===== config.mk =====
export PLATFORM = sky130hd
export DESIGN_NAME = pressure_sensor_compensation
export DESIGN_NICKNAME = d
export VERILOG_FILES = /design/src/sv/psc_pkg.sv /design/src/sv/psc_engine.sv /design/src/sv/pressure_sensor_compensation.sv
export SDC_FILE = /design/constraint.sdc
export NUM_CORES = 2
export LEC_CHECK = 0
export BUFFER_PORTS_ARGS = -buffer_cell sky130_fd_sc_hd__buf_2
export CORE_UTILIZATION = 35
export DETAILED_ROUTE_END_ITERATION = 12
export GPL_TIMING_DRIVEN = 1
export SYNTH_ARGS = -nofsm -noshare
export SYNTH_HDL_FRONTEND = slang
export SYNTH_SLANG_ARGS = --single-unit

===== constraint.sdc =====
create_clock -name i_clk -period 9.26 [get_ports i_clk]
set_input_delay 0.926 -clock i_clk [delete_from_list [all_inputs] [get_ports i_clk]]
set_output_delay 0.926 -clock i_clk [all_outputs]
set_load 0.02 [all_outputs]

===== src/sv/psc_pkg.sv =====
// shared types, codes and the micro-program of the compensation sequencer
package psc_pkg;

    // operation codes carried by each input transfer
    localparam logic OP_TEMPERATURE = 1'b0;
    localparam logic OP_PRESSURE    = 1'b1;

    localparam int unsigned NUM_CAL_REGS = 4;
    localparam int unsigned PC_W         = 6;

    // calibration register indexes
    localparam logic [1:0] REG_CAL_ONE   = 2'd0;
    localparam logic [1:0] REG_CAL_TWO   = 2'd1;
    localparam logic [1:0] REG_CAL_THREE = 2'd2;
    localparam logic [1:0] REG_CAL_FOUR  = 2'd3;

    // general register indexes of the datapath
    localparam logic [1:0] G0 = 2'd0;
    localparam logic [1:0] G1 = 2'd1;
    localparam logic [1:0] G2 = 2'd2;
    localparam logic [1:0] G3 = 2'd3;

    typedef enum logic [3:0] {
        UOP_ADD,
        UOP_SUB,
        UOP_MUL,
        UOP_DIV,
        UOP_JNEG,
        UOP_JMP,
        UOP_JOP,
        UOP_FINT,
        UOP_FINP
    } t_uop;

    typedef enum logic [3:0] {
        SRC_G0,
        SRC_G1,
        SRC_G2,
        SRC_G3,
        SRC_IMM,
        SRC_TRAW,
        SRC_PRAW,
        SRC_SENS,
        SRC_OFF,
        SRC_TCS,
        SRC_TCO,
        SRC_TREF,
        SRC_TSENS
    } t_src;

    typedef struct packed {
        t_uop            uop;
        logic [1:0]      dst;
        t_src            sa;
        t_src            sb;
        logic [3:0]      sh;
        logic [15:0]     imm;
        logic [PC_W-1:0] tgt;
    } t_uword;

    typedef struct packed {
        logic [12:0] sens;
        logic [12:0] off;
        logic [9:0]  tcs;
        logic [8:0]  tco;
        logic [11:0] tref;
        logic [6:0]  tsens;
    } t_coef;

    typedef struct packed {
        logic        start;
        logic        pressure;
        logic [15:0] raw;
    } t_eng_req;

    typedef struct packed {
        logic               done;
        logic               pressure;
        logic signed [31:0] value;
    } t_eng_rsp;

    // program entry points
    localparam logic [PC_W-1:0] PC_CORR_POS = 6'd9;
    localparam logic [PC_W-1:0] PC_DT2      = 6'd10;
    localparam logic [PC_W-1:0] PC_PRESSURE = 6'd17;

    function automatic t_uword mk(t_uop uop, logic [1:0] dst, t_src sa, t_src sb,
                                  logic [3:0] sh, logic [15:0] imm,
                                  logic [PC_W-1:0] tgt);
        t_uword w;
        w.uop = uop;
        w.dst = dst;
        w.sa  = sa;
        w.sb  = sb;
        w.sh  = sh;
        w.imm = imm;
        w.tgt = tgt;
        return w;
    endfunction

    // control store: g1 ends up holding the corrected temperature difference
    function automatic t_uword uprog(logic [PC_W-1:0] pc);
        t_uword w;
        case (pc)
            6'd0:  w = mk(UOP_MUL,  G0, SRC_TREF, SRC_IMM,  4'd0,  16'd8,     '0);
            6'd1:  w = mk(UOP_ADD,  G0, SRC_G0,   SRC_IMM,  4'd0,  16'd10000, '0);
            6'd2:  w = mk(UOP_SUB,  G1, SRC_TRAW, SRC_G0,   4'd0,  16'd0,     '0);
            6'd3:  w = mk(UOP_DIV,  G2, SRC_G1,   SRC_IMM,  4'd7,  16'd0,     '0);
            6'd4:  w = mk(UOP_MUL,  G2, SRC_G2,   SRC_G1,   4'd0,  16'd0,     '0);
            6'd5:  w = mk(UOP_DIV,  G2, SRC_G2,   SRC_IMM,  4'd7,  16'd0,     '0);
            6'd6:  w = mk(UOP_JNEG, G0, SRC_G1,   SRC_IMM,  4'd0,  16'd0,     PC_CORR_POS);
            6'd7:  w = mk(UOP_DIV,  G2, SRC_G2,   SRC_IMM,  4'd3,  16'd0,     '0);
            6'd8:  w = mk(UOP_JMP,  G0, SRC_G0,   SRC_IMM,  4'd0,  16'd0,     PC_DT2);
            // negative difference takes the stronger correction
            6'd9:  w = mk(UOP_DIV,  G2, SRC_G2,   SRC_IMM,  4'd1,  16'd0,     '0);
            6'd10: w = mk(UOP_SUB,  G1, SRC_G1,   SRC_G2,   4'd0,  16'd0,     '0);
            6'd11: w = mk(UOP_JOP,  G0, SRC_G0,   SRC_IMM,  4'd0,  16'd0,     PC_PRESSURE);
            6'd12: w = mk(UOP_ADD,  G0, SRC_TSENS, SRC_IMM, 4'd0,  16'd100,   '0);
            6'd13: w = mk(UOP_MUL,  G0, SRC_G1,   SRC_G0,   4'd0,  16'd0,     '0);
            6'd14: w = mk(UOP_DIV,  G0, SRC_G0,   SRC_IMM,  4'd11, 16'd0,     '0);
            6'd15: w = mk(UOP_ADD,  G0, SRC_G0,   SRC_IMM,  4'd0,  16'd200,   '0);
            6'd16: w = mk(UOP_FINT, G0, SRC_G0,   SRC_IMM,  4'd0,  16'd0,     '0);
            6'd17: w = mk(UOP_SUB,  G0, SRC_TCO,  SRC_IMM,  4'd0,  16'd250,   '0);
            6'd18: w = mk(UOP_MUL,  G0, SRC_G0,   SRC_G1,   4'd0,  16'd0,     '0);
            6'd19: w = mk(UOP_DIV,  G0, SRC_G0,   SRC_IMM,  4'd12, 16'd0,     '0);
            6'd20: w = mk(UOP_ADD,  G0, SRC_G0,   SRC_OFF,  4'd0,  16'd0,     '0);
            6'd21: w = mk(UOP_ADD,  G0, SRC_G0,   SRC_IMM,  4'd0,  16'd10000, '0);
            6'd22: w = mk(UOP_DIV,  G2, SRC_SENS, SRC_IMM,  4'd1,  16'd0,     '0);
            6'd23: w = mk(UOP_ADD,  G3, SRC_TCS,  SRC_IMM,  4'd0,  16'd200,   '0);
            6'd24: w = mk(UOP_MUL,  G3, SRC_G3,   SRC_G1,   4'd0,  16'd0,     '0);
            6'd25: w = mk(UOP_DIV,  G3, SRC_G3,   SRC_IMM,  4'd13, 16'd0,     '0);
            6'd26: w = mk(UOP_ADD,  G2, SRC_G2,   SRC_G3,   4'd0,  16'd0,     '0);
            6'd27: w = mk(UOP_ADD,  G2, SRC_G2,   SRC_IMM,  4'd0,  16'd3000,  '0);
            6'd28: w = mk(UOP_SUB,  G3, SRC_PRAW, SRC_G0,   4'd0,  16'd0,     '0);
            6'd29: w = mk(UOP_MUL,  G3, SRC_G2,   SRC_G3,   4'd0,  16'd0,     '0);
            6'd30: w = mk(UOP_DIV,  G3, SRC_G3,   SRC_IMM,  4'd12, 16'd0,     '0);
            6'd31: w = mk(UOP_ADD,  G3, SRC_G3,   SRC_IMM,  4'd0,  16'd1000,  '0);
            6'd32: w = mk(UOP_FINP, G0, SRC_G3,   SRC_IMM,  4'd0,  16'd0,     '0);
            default: w = mk(UOP_FINT, G0, SRC_G0, SRC_IMM,  4'd0,  16'd0,     '0);
        endcase
        return w;
    endfunction

endpackage


===== src/sv/psc_engine.sv =====
// micro-sequenced datapath: step counter, control store, four registers, one alu
module psc_engine (
    input  logic              i_clk,
    input  logic              i_rst_n,
    input  psc_pkg::t_eng_req i_req,
    input  psc_pkg::t_coef    i_coef,
    input  logic [15:0]       i_temp_raw,
    input  logic              i_hold,
    output psc_pkg::t_eng_rsp o_rsp
);

    logic                        r_run;
    logic [psc_pkg::PC_W-1:0]    r_pc;
    logic                        r_pressure;
    logic [15:0]                 r_raw;
    logic signed [31:0]          r_g0;
    logic signed [31:0]          r_g1;
    logic signed [31:0]          r_g2;
    logic signed [31:0]          r_g3;

    psc_pkg::t_uword             w_word;
    logic signed [31:0]          w_a;
    logic signed [31:0]          w_b;
    logic signed [31:0]          w_imm;
    logic [31:0]                 w_mask;
    logic signed [31:0]          w_biased;
    logic signed [31:0]          w_alu;
    logic                        w_is_alu;
    logic                        w_is_fin;
    logic [psc_pkg::PC_W-1:0]    w_pc_inc;

    assign w_word   = psc_pkg::uprog(r_pc);
    assign w_imm    = {{16{w_word.imm[15]}}, w_word.imm};
    assign w_pc_inc = r_pc + 1'b1;

    always_comb begin
        case (w_word.sa)
            psc_pkg::SRC_G0:    w_a = r_g0;
            psc_pkg::SRC_G1:    w_a = r_g1;
            psc_pkg::SRC_G2:    w_a = r_g2;
            psc_pkg::SRC_G3:    w_a = r_g3;
            psc_pkg::SRC_IMM:   w_a = w_imm;
            psc_pkg::SRC_TRAW:  w_a = {16'd0, i_temp_raw};
            psc_pkg::SRC_PRAW:  w_a = {16'd0, r_raw};
            psc_pkg::SRC_SENS:  w_a = {19'd0, i_coef.sens};
            psc_pkg::SRC_OFF:   w_a = {19'd0, i_coef.off};
            psc_pkg::SRC_TCS:   w_a = {22'd0, i_coef.tcs};
            psc_pkg::SRC_TCO:   w_a = {23'd0, i_coef.tco};
            psc_pkg::SRC_TREF:  w_a = {20'd0, i_coef.tref};
            psc_pkg::SRC_TSENS: w_a = {25'd0, i_coef.tsens};
            default:            w_a = '0;
        endcase
    end

    always_comb begin
        case (w_word.sb)
            psc_pkg::SRC_G0:    w_b = r_g0;
            psc_pkg::SRC_G1:    w_b = r_g1;
            psc_pkg::SRC_G2:    w_b = r_g2;
            psc_pkg::SRC_G3:    w_b = r_g3;
            psc_pkg::SRC_IMM:   w_b = w_imm;
            psc_pkg::SRC_TRAW:  w_b = {16'd0, i_temp_raw};
            psc_pkg::SRC_PRAW:  w_b = {16'd0, r_raw};
            psc_pkg::SRC_SENS:  w_b = {19'd0, i_coef.sens};
            psc_pkg::SRC_OFF:   w_b = {19'd0, i_coef.off};
            psc_pkg::SRC_TCS:   w_b = {22'd0, i_coef.tcs};
            psc_pkg::SRC_TCO:   w_b = {23'd0, i_coef.tco};
            psc_pkg::SRC_TREF:  w_b = {20'd0, i_coef.tref};
            psc_pkg::SRC_TSENS: w_b = {25'd0, i_coef.tsens};
            default:            w_b = '0;
        endcase
    end

    // division by a power of two rounds toward zero: bias negatives before the shift
    assign w_mask   = (32'd1 << w_word.sh) - 32'd1;
    assign w_biased = w_a + (w_a[31] ? signed'(w_mask) : 32'sd0);

    always_comb begin
        w_is_alu = 1'b0;
        w_is_fin = 1'b0;
        w_alu    = '0;
        case (w_word.uop)
            psc_pkg::UOP_ADD: begin
                w_is_alu = 1'b1;
                w_alu    = w_a + w_b;
            end
            psc_pkg::UOP_SUB: begin
                w_is_alu = 1'b1;
                w_alu    = w_a - w_b;
            end
            psc_pkg::UOP_MUL: begin
                w_is_alu = 1'b1;
                w_alu    = w_a * w_b;
            end
            psc_pkg::UOP_DIV: begin
                w_is_alu = 1'b1;
                w_alu    = w_biased >>> w_word.sh;
            end
            psc_pkg::UOP_FINT, psc_pkg::UOP_FINP: begin
                w_is_fin = 1'b1;
            end
            default: begin
                w_alu = '0;
            end
        endcase
    end

    always_ff @(posedge i_clk) begin
        if (!i_rst_n) begin
            r_run <= 1'b0;
            r_pc  <= '0;
        end else if (i_req.start) begin
            r_run <= 1'b1;
            r_pc  <= '0;
        end else if (r_run) begin
            case (w_word.uop)
                psc_pkg::UOP_ADD, psc_pkg::UOP_SUB,
                psc_pkg::UOP_MUL, psc_pkg::UOP_DIV: begin
                    r_pc <= w_pc_inc;
                end
                psc_pkg::UOP_JNEG: begin
                    r_pc <= w_a[31] ? w_word.tgt : w_pc_inc;
                end
                psc_pkg::UOP_JMP: begin
                    r_pc <= w_word.tgt;
                end
                psc_pkg::UOP_JOP: begin
                    r_pc <= r_pressure ? w_word.tgt : w_pc_inc;
                end
                psc_pkg::UOP_FINT, psc_pkg::UOP_FINP: begin
                    if (!i_hold) begin
                        r_run <= 1'b0;
                    end
                end
                default: begin
                    r_run <= 1'b0;
                end
            endcase
        end
    end

    always_ff @(posedge i_clk) begin
        if (i_req.start) begin
            r_pressure <= i_req.pressure;
            r_raw      <= i_req.raw;
        end
        if (r_run && w_is_alu) begin
            case (w_word.dst)
                psc_pkg::G0: r_g0 <= w_alu;
                psc_pkg::G1: r_g1 <= w_alu;
                psc_pkg::G2: r_g2 <= w_alu;
                psc_pkg::G3: r_g3 <= w_alu;
                default:     r_g0 <= w_alu;
            endcase
        end
    end

    assign o_rsp.done     = r_run && w_is_fin && !i_hold;
    assign o_rsp.pressure = r_pressure;
    assign o_rsp.value    = w_a;

endmodule


===== src/sv/pressure_sensor_compensation.sv =====
// top level: calibration registers, input/output transfers and the compensation engine
//
// Barometric sensor second-order compensation. Write the four 16-bit
// calibration words over the register port at byte addresses 0, 4, 8 and 12
// before sending readings. Each input transfer carries an operation (0
// temperature, 1 pressure) and a raw conversion value; a temperature transfer
// also becomes the stored temperature reading that later pressure transfers
// use (zero after reset). Exactly one result follows each input. The work is
// done by a small micro-program that runs one step per cycle on a single
// shared add/shift/multiply unit, except that its final step waits while an
// earlier result is stalled in the output register; the program takes a
// shorter path when the stored reading lies below the reference temperature,
// and one reading is processed at a time. The next reading is accepted while an
// earlier result still waits in the output register.
module pressure_sensor_compensation (
    input  logic        i_clk,
    input  logic        i_rst_n,
    input  logic        i_in_valid,
    output logic        o_in_stall,
    input  logic        i_operation,
    input  logic [15:0] i_raw_reading,
    output logic        o_out_valid,
    input  logic        i_out_stall,
    output logic signed [15:0] o_temperature_tenths,
    output logic [15:0] o_pressure_mbar,
    output logic        o_out_of_range,
    input  logic        psel,
    input  logic        penable,
    input  logic        pwrite,
    input  logic [3:0]  paddr,
    input  logic [31:0] pwdata,
    output logic [31:0] prdata,
    output logic        pready
);

    logic [15:0]        r_cal [psc_pkg::NUM_CAL_REGS];
    logic [15:0]        r_temp_raw;
    logic               r_busy;
    logic               r_out_valid;
    logic signed [15:0] r_temperature;
    logic [15:0]        r_pressure;
    logic               r_oor;

    logic               w_in_xfer;
    logic               w_hold;
    logic               w_cfg_wr;
    logic [1:0]         w_idx;
    psc_pkg::t_coef     w_coef;
    psc_pkg::t_eng_req  w_req;
    psc_pkg::t_eng_rsp  w_rsp;

    assign pready   = 1'b1;
    assign w_idx    = paddr[3:2];
    assign w_cfg_wr = psel && penable && pwrite;
    assign prdata   = {16'd0, r_cal[w_idx]};

    assign w_coef.sens  = r_cal[psc_pkg::REG_CAL_ONE][15:3];
    assign w_coef.off   = {r_cal[psc_pkg::REG_CAL_ONE][2:0], r_cal[psc_pkg::REG_CAL_TWO][15:6]};
    assign w_coef.tcs   = r_cal[psc_pkg::REG_CAL_THREE][15:6];
    assign w_coef.tco   = r_cal[psc_pkg::REG_CAL_FOUR][15:7];
    assign w_coef.tref  = {r_cal[psc_pkg::REG_CAL_TWO][5:0], r_cal[psc_pkg::REG_CAL_THREE][5:0]};
    assign w_coef.tsens = r_cal[psc_pkg::REG_CAL_FOUR][6:0];

    assign o_in_stall = r_busy;
    assign w_in_xfer  = i_in_valid && !r_busy;
    assign w_hold     = r_out_valid && i_out_stall;

    assign w_req.start    = w_in_xfer;
    assign w_req.pressure = (i_operation == psc_pkg::OP_PRESSURE);
    assign w_req.raw      = i_raw_reading;

    psc_engine u_engine (
        .i_clk      (i_clk),
        .i_rst_n    (i_rst_n),
        .i_req      (w_req),
        .i_coef     (w_coef),
        .i_temp_raw (r_temp_raw),
        .i_hold     (w_hold),
        .o_rsp      (w_rsp)
    );

    always_ff @(posedge i_clk) begin
        if (!i_rst_n) begin
            for (int i = 0; i < psc_pkg::NUM_CAL_REGS; i++) begin
                r_cal[i] <= '0;
            end
            r_temp_raw  <= '0;
            r_busy      <= 1'b0;
            r_out_valid <= 1'b0;
        end else begin
            if (w_cfg_wr) begin
                r_cal[w_idx] <= pwdata[15:0];
            end
            if (w_in_xfer) begin
                r_busy <= 1'b1;
                if (i_operation == psc_pkg::OP_TEMPERATURE) begin
                    r_temp_raw <= i_raw_reading;
                end
            end else if (w_rsp.done) begin
                r_busy <= 1'b0;
            end
            if (w_rsp.done) begin
                r_out_valid <= 1'b1;
            end else if (r_out_valid && !i_out_stall) begin
                r_out_valid <= 1'b0;
            end
        end
    end

    // result payload: out of range when the 32-bit value does not fit its field
    always_ff @(posedge i_clk) begin
        if (w_rsp.done) begin
            if (w_rsp.pressure) begin
                r_temperature <= '0;
                r_pressure    <= w_rsp.value[15:0];
                r_oor         <= |w_rsp.value[31:16];
            end else begin
                r_temperature <= w_rsp.value[15:0];
                r_pressure    <= '0;
                r_oor         <= !((&w_rsp.value[31:15]) || !(|w_rsp.value[31:15]));
            end
        end
    end

    assign o_out_valid          = r_out_valid;
    assign o_temperature_tenths = r_temperature;
    assign o_pressure_mbar      = r_pressure;
    assign o_out_of_range       = r_oor;

endmodule


==> results.yml <==
critical_path:
  r2r-end: "u_engine.r_g0[31]"
  r2r_cells: 38
  r2r-start: "u_engine.w_word[30]"
  r2r_slack_ns: 0.12
  critPathMaxStageDelay_ns: 0.58
  criticalPathCategory: "reg2reg"
  crit_fanout: 8
  critPathSlowestCell: "fa_1"
  crit_path_end_kind: "register"
  cp.arrival_ns: 9.42
  required_ns: 9.55
  startpoint_type: "register"
  crit_top_cell: "buf_4"
cells_and_area:
  nets: 5295
  layout-drive-gt1-share: 0.198
  utilization: 0.429
  fin_area_um2: 45400
  regArea_um2: 8440
  multi_input_area_um2: 26500
  fillers: 10400
  area_delta_synth_final_pct: 20.9
yosys:
  synth_seq_cells: 299
  yosysTopAreaCellShare: 0.219
  synth_area_leaders: "fa_1 (22%), edfxtp_1 (19%), ha_1 (7.4%), inv_1 (5.1%), nor2_1 (5.0%)"
  syn-cell-area_um2: 37500
  synth_edf_count: 242
  synth.distinct_cells: 107
  netlist.top_cell.by_area: "fa_1"
  synth.most_common_cell: "inv_1"
  yosys-top-cells-count: "inv_1 (510), nor2_1 (501), fa_1 (410)"
  yosysWarnings: 0
  syn_inst: 4179
  seq_area_frac_synth: 0.224
  synthFlopType: "edfxtp_1"
  avgSynthCellArea_um2: 8.98
  synth-async-reset-ratio: 0
timing:
  relSlewSlack: 0.115
  tightest_slew_ns: 1.33
  setup_viol: 0
  period_share: 0.987
  slew_viol_final: 0
  skew_ns: 0.0500
  min_period_ns: 9.14
  max_freq_mhz: 109
  final.setup.worst_slack_ns: 0.124
  finalHoldViolCount: 0
  setup_tns_ns: 0
clock_network:
  numCtsBuffers: 38
  root_buffer: "clkbuf_16"
  clkTransAtPathRegs_ns: 0.06
  clock-sinks: 299
  hold_buffers: 0
  cts_max_level: 2
  clk_path_buf_depth: 3
  insertion_delay_ns: 0.62
  cts_tree: "yes"
placement:
  io_buffer_count: 92
  gp_congestion: 0.995
  post-place-ws_ns: -0.223
  detailed_place_hpwl_um: 118000
  dpl-instance-area_um2: 43200
floorplanning:
  core_um2: 106000
  core.rowCount: 119
  start_util: 0.355
  die_x_um: 329
  dieArea_um2: 109000
  fp.dieH_um: 329
  ios: 128
route:
  vias: 33800
  drt_wl_total_um: 149000
  antenna_left: 0
  drc_errors: 16
  avgRoutedWirePerCell_um: 24.7
  drtPass1Iterations: 10
  viasPerCell: 5.61
  drt-initial-drc-count: 3789
global_routing:
  grt_pass1_wl_um: 217000
  grt_busiest_layer: "met2"
  grt_util_met3: 0.0466
  grt_use_total: 0.271
  gr-usage-met2: 0.432
  use_met1: 0.367
  grt_antenna_before_repair: 6
  grt_max_degree: 45
  gr-total-overflow: 0
  grt_pass1_vias: 33500
status:
  violations: "design-rule violations"
  status: "finished with violations"
power:
  peakVddDrop_uv: 118
  leakage_nw: 20.4
  power_density_nw_per_um2: 115
worst_hold_path:
  min_to: "r_temp_raw[0]"
  hold_start: "r_temp_raw[0]"
  hp-class: "reg2reg"
  holdPathStages: 2
job:
  max_cap_violations: 0
-- metal layers --
| metal | wire length (µm) | vias to the layer above |
|---|---|---|
| li1 | - | 15000 |
| met1 | 61300 | 16800 |
| met2 | 67400 | 1708 |
| met3 | 13800 | 288 |
| met4 | 6050 | 6 |
| met5 | 35 | - |
-- report_power, final --
part	switching, W	leakage, nW	internal (W)
clock network	0.000703	0.664	0.000929
logic	0.00121	17.0	0.000767
registers	0.0000572	2.73	0.00157
total	0.00197	20.4	0.00326
-- worst max-delay path, delay by kind of cell, from the launching register on --
family | cells | cell delay, ns
compound gates | 11 | 1.62
fa+ha+maj | 9 | 3.75
simple gates | 4 | 1.01
buf+inv | 13 | 1.86
xor+xnor | 1 | 0.16
flops | 1 | 0.39
-- cell usage in the layout, fill, tap and decap left out, types with 92 or more instances in the layout --
cell type | Yosys | layout
ha_1 | 221 | 221
buf_2 | 38 | 92
a21oi_1 | 186 | 180
nor2_1 | 501 | 496
fa_1 | 410 | 407
and2_1 | 106 | 104
buf_4 | 25 | 470
nand2_1 | 397 | 397
inv_1 | 510 | 506
edfxtp_1 | 242 | 242
o21ai_0 | 117 | 110
a22oi_1 | 104 | 103
xnor2_1 | 121 | 119
-- cell families (layout without fill, tap and decap cells) --
kind of cell / after synthesis / in the layout / share of synthesized area
compound gates: 787 / 787 / 0.144
xor+xnor: 170 / 170 / 0.0406
fa+ha+maj: 635 / 635 / 0.293
buf+inv: 787 / 1220 / 0.0835
flops: 299 / 299 / 0.224
mux: 114 / 114 / 0.0394
other cells: 2 / 25 / 0.000200
simple gates: 1385 / 1385 / 0.174
-- how the worst max path moves through the flow --
stage | from | end | slack (ns) | cells after the start
after global routing | u_engine.w_word[30] | u_engine.r_g3[31] | -0.07 | 38
after global placement | u_engine.w_word[33] | u_engine.r_g2[31] | -0.28 | 34
after CTS | u_engine.w_word[27] | u_engine.r_g1[31] | 0.004 | 34
after detailed placement | u_engine.w_word[33] | u_engine.r_g2[31] | -0.22 | 34
final | u_engine.w_word[30] | u_engine.r_g0[31] | 0.12 | 38
after floorplan | u_engine.w_word[30] | u_engine.r_g0[31] | 0.23 | 32
-- per-stage QoR --
stage | total power (W) | std cells | hold slack (ns)
4_1_cts | 0.00517 | 5977 | 0.478
2_1_floorplan | 0.00259 | 4201 | 0.452
3_5_place_dp | 0.00353 | 5905 | 0.476
3_3_place_gp | 0.00352 | 5905 | 0.476
5_1_grt | 0.00543 | 6025 | 0.487
6_report | 0.00523 | 6026 | 0.490
-- what timing repair did --
item,in CTS,in global routing
setup buffers,2,44
gates resized for setup,13,78
pin swaps,2,22
setup endpoints to repair,16,36
gates cloned,0,4
-- flip-flops by register name, indices dropped and copies added, names as in the netlist, 6 cells and up --
signal	count
r_temp_raw	16
r_cal	64
o_temperature_tenths	16
u_engine.r_g2	32
u_engine.r_raw	16
u_engine.r_g3	32
u_engine.r_pc	6
o_pressure_mbar	16
u_engine.r_g1	32
u_engine.r_g0	32
u_engine.w_word	32
-- cell type report --
cell class,count,area share
inverters,517,0.0431
multi-input cells,3115,0.585
repair buffers,633,0.117
well taps,1391,0.0384
clock inverters,22,0.00681
flip-flops and latches,299,0.186
clock buffers,48,0.0235
diodes,1,0.0000552
Note: power is estimated with default switching activity, not from simulation.
